==> src/pnc_pkg.sv <==
package pnc_pkg;

  localparam int unsigned ACTIONS = 8;
  localparam int unsigned ACT_W   = 3;
  localparam int unsigned PAY_W   = 32;
  localparam int unsigned IDX_W   = $clog2(ACTIONS);
  localparam int unsigned CELLS   = ACTIONS * ACTIONS * ACTIONS;
  localparam int unsigned ADDR_W  = $clog2(CELLS);

  localparam int unsigned IN_DATA_W  = ((3 * ACT_W + 3 * PAY_W + 7) / 8) * 8;
  localparam int unsigned OUT_DATA_W = ((1 + 3 * PAY_W + 7) / 8) * 8;

  typedef logic [ACT_W-1:0]         act_t;
  typedef logic [IDX_W-1:0]         idx_t;
  typedef logic [ADDR_W-1:0]        addr_t;
  typedef logic signed [PAY_W-1:0]  pay_t;

  typedef enum logic {
    OP_WRITE = 1'b0,
    OP_QUERY = 1'b1
  } op_e;

  // control of the shared compare unit
  typedef struct packed {
    logic clear;
    logic load_own;
    logic compare;
  } cmp_ctl_t;

  function automatic logic act_in_range(act_t a);
    return 32'(a) < 32'(ACTIONS);
  endfunction

  function automatic idx_t act_idx(act_t a);
    return IDX_W'(a);
  endfunction

  function automatic addr_t cell_addr(idx_t a, idx_t b, idx_t c);
    return ADDR_W'((32'(a) * 32'(ACTIONS) + 32'(b)) * 32'(ACTIONS) + 32'(c));
  endfunction

endpackage

==> src/pnc_cmp.sv <==
module pnc_cmp
  import pnc_pkg::*;
(
  input  logic     clk_i,
  input  logic     rst_ni,
  input  cmp_ctl_t ctl_i,
  input  pay_t     rd_first_i,
  input  pay_t     rd_second_i,
  input  pay_t     rd_third_i,
  output pay_t     own_first_o,
  output pay_t     own_second_o,
  output pay_t     own_third_o,
  output logic     eq_o
);

  pay_t own_first_q, own_second_q, own_third_q;
  logic eq_acc_q, eq_acc_d;
  logic gain;

  // any player strictly better off in the deviation cell just read
  assign gain = (rd_first_i > own_first_q) || (rd_second_i > own_second_q)
             || (rd_third_i > own_third_q);

  always_ff @(posedge clk_i) begin
    if (ctl_i.load_own) begin
      own_first_q  <= rd_first_i;
      own_second_q <= rd_second_i;
      own_third_q  <= rd_third_i;
    end
  end

  always_comb begin
    eq_acc_d = eq_acc_q;
    if (ctl_i.clear) begin
      eq_acc_d = 1'b1;
    end else if (ctl_i.compare) begin
      eq_acc_d = eq_acc_q && !gain;
    end
  end

  always_ff @(posedge clk_i or negedge rst_ni) begin
    if (!rst_ni) begin
      eq_acc_q <= 1'b1;
    end else begin
      eq_acc_q <= eq_acc_d;
    end
  end

  assign own_first_o  = own_first_q;
  assign own_second_o = own_second_q;
  assign own_third_o  = own_third_q;
  assign eq_o         = eq_acc_q && !gain;

  a_clear_sets: assert property (@(posedge clk_i) disable iff (!rst_ni)
    ctl_i.clear |=> eq_acc_q)
    else $error("equilibrium flag not set after clear");

endmodule

==> config.mk <==
export PLATFORM = sky130hd
export DESIGN_NAME = pnc_cmp
export DESIGN_NICKNAME = d
export VERILOG_FILES = /design/src/pnc_pkg.sv /design/src/pnc_cmp.sv
export SDC_FILE = /design/constraint.sdc
export NUM_CORES = 1
export LEC_CHECK = 0
export ABC_AREA = 1
export BUFFER_PORTS_ARGS = -buffer_cell sky130_fd_sc_hd__buf_2
export CAP_MARGIN = 20
export CORE_ASPECT_RATIO = 1.1
export CORE_MARGIN = 5
export CORE_UTILIZATION = 47
export CTS_CLUSTER_SIZE = 16
export DETAILED_ROUTE_END_ITERATION = 16
export PLACE_DENSITY = 0.76
export SLEW_MARGIN = 20
export SYNTH_ARGS = -nofsm -noshare
export SYNTH_HDL_FRONTEND = slang
export SYNTH_SLANG_ARGS = --single-unit
==> constraint.sdc <==
create_clock -name clk_i -period 3.5 [get_ports clk_i]
set_input_delay 0.35 -clock clk_i [delete_from_list [all_inputs] [get_ports clk_i]]
set_output_delay 0.35 -clock clk_i [all_outputs]
set_load 0.05 [all_outputs]
## Word-level counts from Yosys, hierarchy flattened

Index checks and enable logic that the tools add are counted.

| word-level totals | value |
|---|---|
| register bits | 97 |
| latch bits | 0 |
| memory bits (writable) | 0 |
| ROM bits | 0 |
| bits of input ports | 101 |
| output and inout port bits | 97 |
| logic and storage cells | 14 |
| memories kept | 0 |

| cells by class | value |
|---|---|
| add/sub/neg operators | 0 |
| multiply operators | 0 |
| divide/modulo/power cells | 0 |
| magnitude comparators | 3 |
| eq/ne operators | 0 |
| shifts and indexed selects | 0 |
| mux-type cells | 2 |
| bitwise logic cells | 0 |
| reduce and logical (&&, ||, !) cells | 5 |

Operators with widths:

| kind | number |
|---|---|
| > comparator 32 bit | 3 |
| logical OR 1 bit | 2 |
| two-way mux 1 bit | 2 |
| nonzero test 2 bit | 1 |
| logical AND 1 bit | 1 |
| zero test 1 bit | 1 |

## Longest topological paths before layout

| depth | value |
|---|---|
| depth after elaboration | 7 |
| depth in mapped cells | 17 |
| depth with buffers taken out | 17 |

## Least setup slack after synthesis

OpenSTA, ideal clock, no wires.

| path | value |
|---|---|
| path type | reg2out |
| from | register own_second_q[31], in the netlist own_second_o[31] |
| to | output port eq_o |
| arrival time | 2,419 ps |
| data required time | 3,150 ps |
| path slack | 731 ps |
| stages on the path, launching flop included | 13 |
| buffers on the path | 0 |
| cells stage by stage | edfxtp_1 -> inv_1 -> ha_1 -> nand2_2 -> nor2_2 -> nand2_2 -> nor3b_2 -> nand2_1 -> nand2_1 -> nand2_1 -> nand3_2 -> nand2_2 -> nor2_1 |

| on the way | value |
|---|---|
| word-level cells in the longest chain between the ends | 5 |

RTL lines:

| element | RTL line | text |
|---|---|---|
| from (decl) | pnc_cmp.sv:16 | `pay_t own_first_q, own_second_q, own_third_q;` |
| from (signal assigned) | pnc_cmp.sv:27 | `own_second_q <= rd_second_i;` |
| > comparator 32 bit | pnc_cmp.sv:21 | `assign gain = (rd_first_i > own_first_q) \|\| (rd_second_i > own_second_q)` |
| logical OR 1 bit | pnc_cmp.sv:21 |  |
| logical OR 1 bit | pnc_cmp.sv:22 | `\|\| (rd_third_i > own_third_q);` |
| zero test 1 bit | pnc_cmp.sv:52 | `assign eq_o = eq_acc_q && !gain;` |
| logical AND 1 bit | pnc_cmp.sv:52 |  |
| to (decl) | pnc_cmp.sv:13 | `output logic eq_o` |

Every way passes these cells.

## Worst setup path in the final report

| path | value |
|---|---|
| from | register own_third_q[31], in the netlist own_third_o[31] |
| to | output port eq_o |

| on the way | value |
|---|---|
| word-level cells in the longest chain between the ends | 4 |

RTL lines:

| element | RTL line | text |
|---|---|---|
| from (decl) | pnc_cmp.sv:16 |  |
| from (signal assigned) | pnc_cmp.sv:28 | `own_third_q <= rd_third_i;` |
| > comparator 32 bit | pnc_cmp.sv:22 |  |
| logical OR 1 bit | pnc_cmp.sv:22 |  |
| zero test 1 bit | pnc_cmp.sv:52 |  |
| logical AND 1 bit | pnc_cmp.sv:52 |  |

Every way passes these cells.

==> impl_metrics.py <==
metrics = {
    "sta": {
        "setup_ws_ns": 0.784,
        "skew_ns": 0.00584,
        "period_share": 0.776,
        "worst_pin_slew_ns": 0.674,
        "drv_slew": 0,
        "final.setup.tns_ns": 0,
        "slew_headroom": 0.550,
        "rsz0062_at_grt": "no",
        "fmax_mhz": 368,
        "hold_viol": 0,
        "setup-violations-final": 0,
        "hold_ws_ns": 0.209,
        "period_needed_ns": 2.72,
    },
    "grt": {
        "grt_overflow": 0,
        "grt_pass1_wl_um": 21300,
        "grt_max_degree": 50,
        "groute.usage.overall": 0.185,
        "grt_pass1_vias": 4691,
        "antenna_found_initial": 0,
    },
    "clocking": {
        "root_buffer": "clkbuf_16",
        "clock_sinks": 97,
        "cts_resized": 0,
        "clkLatencyLatePin_ns": 0.33,
        "postCtsSetupBuffers": 0,
        "cts_inserted_buffers": 9,
        "cts_buffer_depth": 2,
        "h-tree-depth": 3,
        "cts.clk_slew.worst_paths_ns": 0.07,
        "cts_tree": "yes",
    },
    "logic_synthesis": {
        "syn-cell-area_mm2": 0.00558,
        "synthDistinctLibCells": 24,
        "syn_area_per_cell_um2": 10.4,
        "synth-seq-cells": 97,
        "ys_top_cells_by_count": "inv_1, nand2_1, edfxtp_1, ha_1, a21oi_1",
        "synth-main-ff-cell": "edfxtp_1",
        "synth_area_leader_cell": "edfxtp_1",
        "synthTopCellsByArea": "edfxtp_1, ha_1, inv_1",
        "synth-edff-count": 96,
        "synth_top_area_frac": 0.517,
        "synth_nets": 731,
        "synth_most_common_cell": "inv_1",
        "synth_seq_area_share": 0.522,
        "yosysWarnings": 0,
        "synthArstFlopShare": 0.0103,
        "syn_inst": 534,
    },
    "placement": {
        "place_congestion": 0.892,
        "port_buffers": 197,
        "place_ws_ns": 1.01,
        "dp_hpwl_um": 10900,
    },
    "job": {
        "maxCapViolCount": 0,
    },
    "setup_path": {
        "reg2reg_to": "eq_acc_q",
        "r2r_start": "own_third_o[31]",
        "r2r_setup_slack_ns": 1.58,
        "slowest_stage": "edfxtp_1",
        "critPathMaxFanout": 4,
        "cp_common_cell": "nand2_1",
        "r2r_cells": 12,
        "crit_chain": "inv_1, ha_1, nand2_2, nor2_2, nand2_1, nor4_2, nand2_1, nand2_1, nand2_1, nand3_2, nand2_2, nor2_1, buf_2",
        "required_ns": 3.15,
        "cp-endpoint": "eq_o",
        "slowest_delay_ns": 0.36,
        "crit_family": "simple AND/OR/NAND/NOR gates",
        "cp.depth": 13,
        "path_buf_inv": 2,
        "path_class": "reg2out",
        "cp-start-kind": "flip-flop",
        "cp-end-kind": "output port",
        "cp-startpoint": "own_third_o[31]",
        "worstPathArrival_ns": 2.37,
    },
    "hold_path": {
        "hold_path_class": "in2reg",
    },
    "pwr": {
        "swShare": 0.319,
        "power.switching_w": 0.00107,
        "internal_power_w": 0.00228,
        "sequentialPowerShare": 0.427,
        "p_leak_nw": 3.70,
        "ir_drop_mv": 0.219,
        "power_density_mw_per_mm2": 473,
        "comb_power_share": 0.260,
        "clock_power_share": 0.313,
    },
    "cells_and_area": {
        "area_growth_pct": 27.3,
        "nFillCells": 975,
        "fin_nets": 941,
        "diodes": 0,
        "drive_gt1_frac": 0.310,
    },
    "die": {
        "chipWidth_um": 114,
        "die_y_um": 124,
        "pin_count": 198,
        "rows": 41,
        "dieArea_mm2": 0.0141,
        "initial_core_util": 0.483,
        "core_mm2": 0.0115,
    },
    "outcome": {
        "outcome": "complete, no violations",
    },
    "route": {
        "wl_per_cell_um": 14.6,
        "first_pass_iters": 4,
        "num_vias": 4383,
        "finalWirelength_um": 13200,
        "drc": 0,
        "vias_per_cell": 4.88,
        "postRouteAntennaNets": 0,
        "initialDrtViolationCount": 187,
    },
}
==> worst min path at each step <==
stage                   startpoint              end  slack, ns  cells after the start
floorplan                   rst_ni         eq_acc_q       0.20                      0
global placement            rst_ni         eq_acc_q       0.28                      1
detailed placement          rst_ni         eq_acc_q       0.28                      1
CTS                 rd_second_i[7]  own_second_o[7]       0.20                      1
global route        rd_third_i[28]  own_third_o[28]       0.19                      1
finish              rd_third_i[15]  own_third_o[15]       0.21                      1
==> registers in the layout, summed over array words and instances, names as in the netlist <==
name and flops:
own_third_o 32, own_second_o 32, own_first_o 32, eq_acc_q 1
==> stage by stage <==
stage | total power [W] | utilization | std cells | area (um^2)
after floorplan | 0.00206 | - | 534 | 5580
after global placement | 0.00230 | 0.587 | 882 | 6770
after detailed placement | 0.00233 | 0.587 | 882 | 6770
after CTS | 0.00339 | 0.615 | 899 | 7100
after global routing | 0.00354 | 0.615 | 899 | 7100
final | 0.00335 | 0.615 | 899 | 7100
==> per-layer routing <==
| metal | track usage | vias to the layer above | share of wire |
|---|---|---|---|
| met2 | 0.309 | 163 | 0.48 |
| met5 | 0 | - | 0 |
| met4 | 0.0608 | 0 | 0.019 |
| met3 | 0.0651 | 19 | 0.098 |
| met1 | 0.221 | 2008 | 0.40 |
| li1 | - | 2193 | - |
==> final cells by class <==
| cell class | count | area (um^2) | area share |
|---|---|---|---|
| well taps | 150 | 188 | 0.0264 |
| multi-input cells | 316 | 2210 | 0.312 |
| clock inverters | 3 | 65.1 | 0.00917 |
| inverters | 121 | 454 | 0.0640 |
| repair buffers | 199 | 1020 | 0.144 |
| clock buffers | 13 | 250 | 0.0353 |
| flip-flops and latches | 97 | 2910 | 0.410 |
==> power by group through the flow <==
stage	Sequential, W	Combinational (W)	Clock [W]
3_5_place_dp	0.00146	0.000878	0
4_1_cts	0.00143	0.000883	0.00108
3_3_place_gp	0.00145	0.000851	0
2_1_floorplan	0.00177	0.000291	0
5_1_grt	0.00144	0.000961	0.00113
6_report	0.00143	0.000873	0.00105
==> placed cells by master, fill, tap and decap left out <==
| cell type | netlist | layout |
|---|---|---|
| a21o_1 | 1 | 1 |
| a21oi_1 | 45 | 45 |
| a21oi_2 | 1 | 1 |
| buf_12 | 0 | 1 |
| buf_2 | 0 | 196 |
| buf_4 | 0 | 1 |
| bufinv_16 | 0 | 2 |
| clkbuf_1 | 0 | 3 |
| clkbuf_16 | 0 | 9 |
| clkbuf_8 | 0 | 1 |
| clkinv_1 | 3 | 3 |
| clkinv_2 | 0 | 1 |
| dfstp_2 | 1 | 1 |
| dlygate4sd3_1 | 0 | 1 |
| edfxtp_1 | 96 | 96 |
| ha_1 | 96 | 96 |
| inv_1 | 114 | 114 |
| inv_2 | 4 | 4 |
| nand2_1 | 105 | 105 |
| nand2_2 | 5 | 5 |
| nand3_1 | 6 | 6 |
| nand3_2 | 3 | 3 |
| nand4_1 | 6 | 6 |
| nor2_1 | 26 | 26 |
| nor2_2 | 3 | 3 |
| nor3_1 | 1 | 1 |
| nor3b_2 | 1 | 1 |
| nor4_2 | 1 | 1 |
| o21a_1 | 5 | 5 |
| o21a_2 | 1 | 1 |
| o21ai_0 | 8 | 8 |
| o21ai_1 | 1 | 1 |
| o21ai_2 | 1 | 1 |
==> cell families after synthesis <==
group	count (synthesis)	share of synthesized area
AO/OA/AOI/OAI	63	0.0613
adder cells (fa/ha/maj)	96	0.215
buffers and inverters	121	0.0815
flip-flops	97	0.522
AND/OR/NAND/NOR	157	0.120
==> what timing repair did <==
| item | CTS | global route |
|---|---|---|
| endpoints found under the hold margin | 1 | 0 |
| hold buffers | 1 | 0 |
| endpoints found under the setup margin | 0 | 0 |
Power figures use the tool's default switching activity.
