**src/pnc_pkg.sv**
```systemverilog
package pnc_pkg;

  localparam int unsigned ACTIONS = 8;
  localparam int unsigned ACT_W   = 3;
  localparam int unsigned PAY_W   = 32;
  localparam int unsigned IDX_W   = $clog2(ACTIONS);
  localparam int unsigned CELLS   = ACTIONS * ACTIONS * ACTIONS;
  localparam int unsigned ADDR_W  = $clog2(CELLS);

  localparam int unsigned IN_DATA_W  = ((3 * ACT_W + 3 * PAY_W + 7) / 8) * 8;
  localparam int unsigned OUT_DATA_W = ((1 + 3 * PAY_W + 7) / 8) * 8;

  typedef logic [ACT_W-1:0]         act_t;
  typedef logic [IDX_W-1:0]         idx_t;
  typedef logic [ADDR_W-1:0]        addr_t;
  typedef logic signed [PAY_W-1:0]  pay_t;

  typedef enum logic {
    OP_WRITE = 1'b0,
    OP_QUERY = 1'b1
  } op_e;

  // control of the shared compare unit
  typedef struct packed {
    logic clear;
    logic load_own;
    logic compare;
  } cmp_ctl_t;

  function automatic logic act_in_range(act_t a);
    return 32'(a) < 32'(ACTIONS);
  endfunction

  function automatic idx_t act_idx(act_t a);
    return IDX_W'(a);
  endfunction

  function automatic addr_t cell_addr(idx_t a, idx_t b, idx_t c);
    return ADDR_W'((32'(a) * 32'(ACTIONS) + 32'(b)) * 32'(ACTIONS) + 32'(c));
  endfunction

endpackage

```
**src/pnc_ctrl.sv**
```systemverilog
module pnc_ctrl
  import pnc_pkg::*;
(
  input  logic     clk_i,
  input  logic     rst_ni,
  input  logic     in_valid_i,
  output logic     in_ready_o,
  input  logic     op_i,
  input  act_t     act_first_i,
  input  act_t     act_second_i,
  input  act_t     act_third_i,
  output logic     mem_we_o,
  output addr_t    mem_waddr_o,
  output logic     mem_re_o,
  output addr_t    raddr_first_o,
  output addr_t    raddr_second_o,
  output addr_t    raddr_third_o,
  output cmp_ctl_t cmp_ctl_o,
  input  logic     cmp_eq_i,
  input  pay_t     own_first_i,
  input  pay_t     own_second_i,
  input  pay_t     own_third_i,
  output logic     out_valid_o,
  input  logic     out_ready_i,
  output logic     out_eq_o,
  output pay_t     out_pay_first_o,
  output pay_t     out_pay_second_o,
  output pay_t     out_pay_third_o
);

  typedef enum logic [3:0] {
    ST_IDLE = 4'b0001,
    ST_OWN  = 4'b0010,
    ST_DEV  = 4'b0100,
    ST_LAST = 4'b1000
  } state_e;

  state_e state_q, state_d;
  idx_t   cnt_q, cnt_d;
  idx_t   x_q, y_q, z_q;
  logic   bad_q, bad_d;
  logic   out_valid_q, out_valid_d;
  logic   out_eq_q;
  pay_t   out_pay_first_q, out_pay_second_q, out_pay_third_q;

  logic   accept, in_range, query, out_free, load_out;

  assign in_ready_o = (state_q == ST_IDLE);
  assign accept     = in_valid_i && in_ready_o;
  assign in_range   = act_in_range(act_first_i) && act_in_range(act_second_i)
                   && act_in_range(act_third_i);
  assign query      = accept && (op_e'(op_i) == OP_QUERY);
  assign out_free   = !out_valid_q || out_ready_i;
  assign load_out   = (state_q == ST_LAST) && out_free;

  // write path goes straight to the memories
  assign mem_we_o    = accept && (op_e'(op_i) == OP_WRITE) && in_range;
  assign mem_waddr_o = cell_addr(act_idx(act_first_i), act_idx(act_second_i),
                                 act_idx(act_third_i));

  always_comb begin
    mem_re_o       = 1'b0;
    raddr_first_o  = cell_addr(x_q, y_q, z_q);
    raddr_second_o = cell_addr(x_q, y_q, z_q);
    raddr_third_o  = cell_addr(x_q, y_q, z_q);
    cmp_ctl_o      = '0;
    state_d        = state_q;
    cnt_d          = cnt_q;
    bad_d          = bad_q;
    case (state_q)
      ST_IDLE: begin
        if (query) begin
          cmp_ctl_o.clear = 1'b1;
          cnt_d           = '0;
          bad_d           = !in_range;
          state_d         = in_range ? ST_OWN : ST_LAST;
        end
      end
      ST_OWN: begin
        mem_re_o = 1'b1;
        state_d  = ST_DEV;
      end
      ST_DEV: begin
        mem_re_o           = 1'b1;
        raddr_first_o      = cell_addr(cnt_q, y_q, z_q);
        raddr_second_o     = cell_addr(x_q, cnt_q, z_q);
        raddr_third_o      = cell_addr(x_q, y_q, cnt_q);
        // first cycle sees the queried cell, later ones a deviation
        cmp_ctl_o.load_own = (cnt_q == '0);
        cmp_ctl_o.compare  = (cnt_q != '0);
        cnt_d              = cnt_q + 1'b1;
        if (cnt_q == IDX_W'(ACTIONS - 1)) begin
          state_d = ST_LAST;
        end
      end
      ST_LAST: begin
        if (out_free) begin
          state_d = ST_IDLE;
        end
      end
      default: begin
        state_d = ST_IDLE;
      end
    endcase
  end

  always_comb begin
    out_valid_d = out_valid_q;
    if (load_out) begin
      out_valid_d = 1'b1;
    end else if (out_ready_i) begin
      out_valid_d = 1'b0;
    end
  end

  always_ff @(posedge clk_i or negedge rst_ni) begin
    if (!rst_ni) begin
      state_q     <= ST_IDLE;
      cnt_q       <= '0;
      bad_q       <= 1'b0;
      out_valid_q <= 1'b0;
    end else begin
      state_q     <= state_d;
      cnt_q       <= cnt_d;
      bad_q       <= bad_d;
      out_valid_q <= out_valid_d;
    end
  end

  always_ff @(posedge clk_i) begin
    if (query) begin
      x_q <= act_idx(act_first_i);
      y_q <= act_idx(act_second_i);
      z_q <= act_idx(act_third_i);
    end
    if (load_out) begin
      out_eq_q         <= !bad_q && cmp_eq_i;
      out_pay_first_q  <= bad_q ? '0 : own_first_i;
      out_pay_second_q <= bad_q ? '0 : own_second_i;
      out_pay_third_q  <= bad_q ? '0 : own_third_i;
    end
  end

  assign out_valid_o      = out_valid_q;
  assign out_eq_o         = out_eq_q;
  assign out_pay_first_o  = out_pay_first_q;
  assign out_pay_second_o = out_pay_second_q;
  assign out_pay_third_o  = out_pay_third_q;

  a_no_write_busy: assert property (@(posedge clk_i) disable iff (!rst_ni)
    (state_q != ST_IDLE) |-> !mem_we_o)
    else $error("memory write while a query is in flight");

  a_dev_ends: assert property (@(posedge clk_i) disable iff (!rst_ni)
    (state_q == ST_DEV && cnt_q == IDX_W'(ACTIONS - 1)) |=> (state_q == ST_LAST))
    else $error("deviation sweep did not end on the last action");

  a_result_from_last: assert property (@(posedge clk_i) disable iff (!rst_ni)
    $rose(out_valid_q) |-> $past(state_q == ST_LAST))
    else $error("result word raised outside the finishing step");

  a_bad_not_eq: assert property (@(posedge clk_i) disable iff (!rst_ni)
    (load_out && bad_q) |=> (!out_eq_q && out_pay_first_q == '0))
    else $error("out-of-range query reported as equilibrium");

endmodule

```
**config.mk**
```make
export PLATFORM = sky130hd
export DESIGN_NAME = pnc_ctrl
export DESIGN_NICKNAME = d
export VERILOG_FILES = /design/src/pnc_pkg.sv /design/src/pnc_ctrl.sv
export SDC_FILE = /design/constraint.sdc
export NUM_CORES = 1
export LEC_CHECK = 0
export BUFFER_PORTS_ARGS = -buffer_cell sky130_fd_sc_hd__clkbuf_2
export CAP_MARGIN = 5
export CORE_MARGIN = 3
export CORE_UTILIZATION = 42
export CTS_CLUSTER_SIZE = 12
export DETAILED_ROUTE_END_ITERATION = 16
export GPL_TIMING_DRIVEN = 0
export PLACE_DENSITY = 0.79
export SYNTH_ARGS = -nofsm -noshare
export SYNTH_HDL_FRONTEND = slang
export SYNTH_SLANG_ARGS = --single-unit
export TNS_END_PERCENT = 5
```
**constraint.sdc**
```tcl
create_clock -name clk_i -period 6.2 [get_ports clk_i]
set_input_delay 1.24 -clock clk_i [delete_from_list [all_inputs] [get_ports clk_i]]
set_output_delay 1.24 -clock clk_i [all_outputs]
set_load 0.1 [all_outputs]
```
# Word level (Yosys, flattened, before mapping)
# Index checks and enable logic that the tools add are counted.
[classes]
n_addsub = 10
n_mux = 15
eq_ne = 8
bitwise = 1
n_reduce_logical = 13
[ops]
columns = ["operator", "n"]
rows = [
  ["$add A9 B3 Y9", 5],
  ["$mux W9", 3],
  ["$add A6 B3 Y6", 4],
  ["$pmux W4 S4", 1],
  ["$mux W4", 3],
  ["$pmux W3 S2", 1],
  ["$mux W1", 5],
  ["$eq A4 B1 Y1 const B", 1],
  ["$eq A4 B2 Y1 const B", 1],
  ["$eq A4 B3 Y1 const B", 1],
  ["$eq A4 B4 Y1 const B", 1],
  ["$logic_and A1 B1 Y1", 4],
  ["$ne A2 B2 Y1 const B", 2],
  ["$reduce_bool A2 Y1", 2],
  ["$add A3 B1 Y3 const B", 1],
  ["$eq A3 B3 Y1 const B", 1],
  ["$logic_not A3 Y1", 1],
  ["$mux W3", 1],
  ["$reduce_and A3 Y1", 1],
  ["$reduce_bool A3 Y1", 1],
  ["$mux W2", 1],
  ["$ne A2 B1 Y1 const B", 1],
  ["$reduce_and A2 Y1", 1],
  ["$reduce_or A2 Y1", 1],
  ["other kinds (3)", 3],
]
[totals]
elab_cells = 57
in_bits = 111
regBits = 114

# Longest topological paths before layout
[depth]
ltp_word = 5
depth_mapped = 5
ltp_nobuf = 5

# Worst setup path before layout
# Ideal clock, no wire load.
[synth_timing]
path_kind = "input port to flip-flop"
startpoint = "input port out_ready_i"
endpoint = "register out_eq_q, in the netlist out_eq_o (enable)"
t_required_ns = 5.646
t_arrival_ns = 5.339
setup_ns = 0.554
path_stages = 2
path_slack_ns = 0.308
path_cell_list = "nor2b_1 -> nor2_1"
[synth_via]
elab_chain_len = 2
[synth_lines]
columns = ["item", "line_no", "rtl"]
rows = [
  ["start, declared", "pnc_ctrl.sv:24", "input logic out_ready_i,"],
  ["$logic_or A1 B1 Y1", "pnc_ctrl.sv:53", "assign out_free = !out_valid_q || out_ready_i;"],
  ["$logic_and A1 B1 Y1", "pnc_ctrl.sv:54", "assign load_out = (state_q == ST_LAST) && out_free;"],
  ["via load_out", "pnc_ctrl.sv:46", "logic accept, in_range, query, out_free, load_out;"],
  ["end signal, assigned", "pnc_ctrl.sv:137", "out_eq_q <= !bad_q && cmp_eq_i;"],
  ["end, declared", "pnc_ctrl.sv:43", "logic out_eq_q;"],
]
# The timed path passes the listed nets, and every way through them passes these cells.
# A chain may end at the register's enable or synchronous reset.

# Worst setup path after layout
[layout_timing]
startpoint = "register state_q[1]"
endpoint = "output port raddr_third_o[0]"
[layout_via]
elab_chain_len = 2
[layout_lines]
columns = ["item", "line_no", "rtl"]
rows = [
  ["start, declared", "pnc_ctrl.sv:38", "state_e state_q, state_d;"],
  ["start signal, assigned", "pnc_ctrl.sv:123", "state_q <= state_d;"],
  ["$eq A4 B3 Y1", "pnc_ctrl.sv:70", "case (state_q)"],
  ["$mux W9", "pnc_ctrl.sv:70", ""],
  ["end, declared", "pnc_ctrl.sv:17", "output addr_t raddr_third_o,"],
]
# Every way passes these cells.

==> results.json <==
{
  "yosysMostFrequentCell": "edfxtp_1",
  "finClkSkew_ns": 0.0110,
  "p_sw_share_pct": 24.9,
  "synth_async_sr_flop_share_pct": 7.02,
  "wl_per_cell_um": 16.6,
  "netlist_instances": 201,
  "die_y_um": 103,
  "cts_htree_levels": 4,
  "end_kind": "output pin",
  "io_buffers": 250,
  "cts_sinks": 114,
  "p_sw_mw": 0.502,
  "antenna_found_initial": 0,
  "synth-seq-cells": 114,
  "synth_warnings": 0,
  "grt_usage_pct": 18.8,
  "grt_start_max_net_pins": 36,
  "synth_ff_type": "edfxtp_1",
  "maxSlewViolCount": 0,
  "relSlewSlack_pct": 51.2,
  "viasPerCell": 4.61,
  "post-route-drc-count": 0,
  "core_area_mm2": 0.00889,
  "max_freq_ghz": 0.267,
  "hold_buffers": 0,
  "ys_seq_area_share_pct": 86.1,
  "tritoncts": "done",
  "holdWs_ns": 0.519,
  "avgSynthCellArea_um2": 19.5,
  "start_util_pct": 44.2,
  "dpl.hpwl_mm": 7.69,
  "synth_common_cells": "106 x edfxtp_1, 26 x nand2_1, 18 x buf_4",
  "setup-tns-final_ns": 0,
  "synth_edf_count": 106,
  "crit_chain": "buf_2 -> nor4b_2 -> nand2_1 -> nand2_1 -> clkbuf_2",
  "dpl_cell_area_mm2": 0.00540,
  "hold_path.class": "register to register",
  "combinationalPowerShare_pct": 11.0,
  "cts_resized": 0,
  "min_to": "out_valid_o",
  "area_delta_synth_final_pct": 52.2,
  "grt_pass1_wl_mm": 14.4,
  "irDropWorstVdd_mv": 0.218,
  "powerDensity_mw_per_mm2": 338,
  "final-hold-violation-count": 0,
  "seq_power_share_pct": 42.3,
  "die_w_um": 103,
  "rows": 34,
  "syn-num-nets": 315,
  "power_frac_clock_pct": 46.6,
  "cp.arrival_ns": 2.50,
  "drv_cap": 0,
  "postCtsSetupBuffers": 0,
  "first_iter_violations": 87,
  "period_share_pct": 60.4,
  "rsz0062_at_grt": "false",
  "slowest_delay_ns": 0.67,
  "via_count": 2740,
  "finalSetupViolations": 0,
  "layout-drive-gt1-share_pct": 65.0,
  "p_int_mw": 1.52,
  "synth_top_area_share_pct": 81.0,
  "pre_cts_slack_ns": 2.94,
  "final_nets": 587,
  "place.gp.congestion": 0.796,
  "finalCriticalPeriod_ns": 3.74,
  "clockRootBuffer": "clkbuf_8",
  "num_antenna_cells": 0,
  "routed_wl_mm": 9.88,
  "cp_common_cell": "nand2_1",
  "clk_latency_ns": 0.50,
  "ys_types": 31,
  "netlist_area_mm2": 0.00393,
  "cts_buffers": 17,
  "reg2reg_to": "out_pay_third_o[5]",
  "grt-ovfl-total": 0,
  "die_area_mm2": 0.0106,
  "synth_area_leaders": "edfxtp_1 81%, dfrtp_1 4.5%, buf_4 3.4%",
  "boundaryPins": 251,
  "crit_path_top_delay_cell": "nor4b_2",
  "cp.required_ns": 4.96,
  "grt_pass1_vias": 2794,
  "yosys.area.top_type": "edfxtp_1",
  "worstMarginPinSlew_ns": 0.730,
  "fin_area_mm2": 0.00598,
  "hold_path_depth": 2,
  "fin_util_pct": 67.3,
  "clock_path_buffers": 2,
  "dr.pass1.iters": 5,
  "reg2reg_from": "state_q[1]",
  "status": "finished clean",
  "final_antenna_net_count": 0,
  "critPathLaunchType": "register",
  "leakage_nw": 2.72,
  "critical_path_class": "register to output pin",
  "r2r_slack_ns": 4.05,
  "hp-start": "out_valid_o",
  "crit_fanout": 10,
  "r2r.worst_path.cells": 6,
  "fin_ws_ns": 2.46,
  "clkTransAtPathRegs_ns": 0.05
}
[sequential cells by signal, summed over array words and instances (netlist names)]
signal	cells
out_pay_first_o	32
z_q	3
out_valid_o	1
state_q	4
x_q	3
out_pay_second_o	32
out_eq_o	1
out_pay_third_o	32
cnt_q	3
y_q	3
[metrics by stage]
| stage | total power [mW] | instances |
|---|---|---|
| after floorplan | 1.04 | 201 |
| after global placement | 1.09 | 559 |
| after detailed placement | 1.09 | 562 |
| after CTS | 2.04 | 594 |
| after global routing | 2.09 | 594 |
| final | 2.02 | 594 |
[critical path, delay by kind of cell (launching register included)]
| family | cells | cell delay, ns |
|---|---|---|
| buf+inv | 2 | 0.64 |
| flops | 1 | 0.37 |
| simple gates | 3 | 1.01 |
[kinds of logic (layout without fill, tap and decap cells)]
| kind of cell | Yosys count | after routing | synth area share, % |
|---|---|---|---|
| AO/OA/AOI/OAI | 9 | 9 | 1.56 |
| XOR/XNOR | 1 | 1 | 0.223 |
| adder cells (fa/ha/maj) | 3 | 3 | 0.956 |
| buffers and inverters | 28 | 313 | 4.74 |
| flip-flops | 114 | 114 | 86.1 |
| AND/OR/NAND/NOR | 46 | 46 | 6.37 |
[layer usage]
| layer | global-route usage (%) | part of all wire [%] | vias up |
|---|---|---|---|
| li1 | - | - | 1285 |
| met1 | 20.3 | 35 | 1301 |
| met2 | 32.2 | 54 | 144 |
| met3 | 8.53 | 9.5 | 10 |
| met4 | 7.37 | 1.3 | 0 |
| met5 | 0 | 0 | - |
[layout make-up]
type	instances	area, µm²
plain buffers	23	166
repair buffers	253	1330
inverters	5	20.0
clock buffers	19	422
clock inverters	13	161
well taps	108	135
fillers	632	2910
multi-input cells	59	365
flip-flops and latches	114	3380
[power by group through the flow]
stage / combinational, mW / sequential, mW / clock, mW
2_1_floorplan: 0.142 / 0.894 / 0
3_3_place_gp: 0.220 / 0.870 / 0
3_5_place_dp: 0.224 / 0.870 / 0
4_1_cts: 0.225 / 0.855 / 0.965
5_1_grt: 0.235 / 0.855 / 1.00
6_report: 0.223 / 0.855 / 0.942
[cell usage in the layout, fill, tap and decap left out, drive strengths merged, types with 2 or more instances in the layout]
master,count
or4b,2
dfrtp,7
and3,4
buf,26
nor3,3
nor2b,2
inv,5
clkbuf,269
bufinv,3
nor3b,2
nor2,2
nand2,26
a21oi,2
o21ai,2
ha,3
clkinv,9
o31ai,3
edfxtp,106
[how the worst max path moves through the flow]
stage,startpoint,end,slack [ns],depth (start not counted)
2_1_floorplan,out_ready_i,out_eq_o,0.31,2
3_3_place_gp,out_ready_i,out_pay_third_o[22],-1.16,3
3_5_place_dp,op_i,mem_we_o,2.94,3
4_1_cts,state_q[1],raddr_third_o[0],2.44,5
5_1_grt,state_q[1],raddr_third_o[1],2.24,5
6_report,state_q[1],raddr_third_o[0],2.46,5
Note: power is estimated with default switching activity, not from simulation.
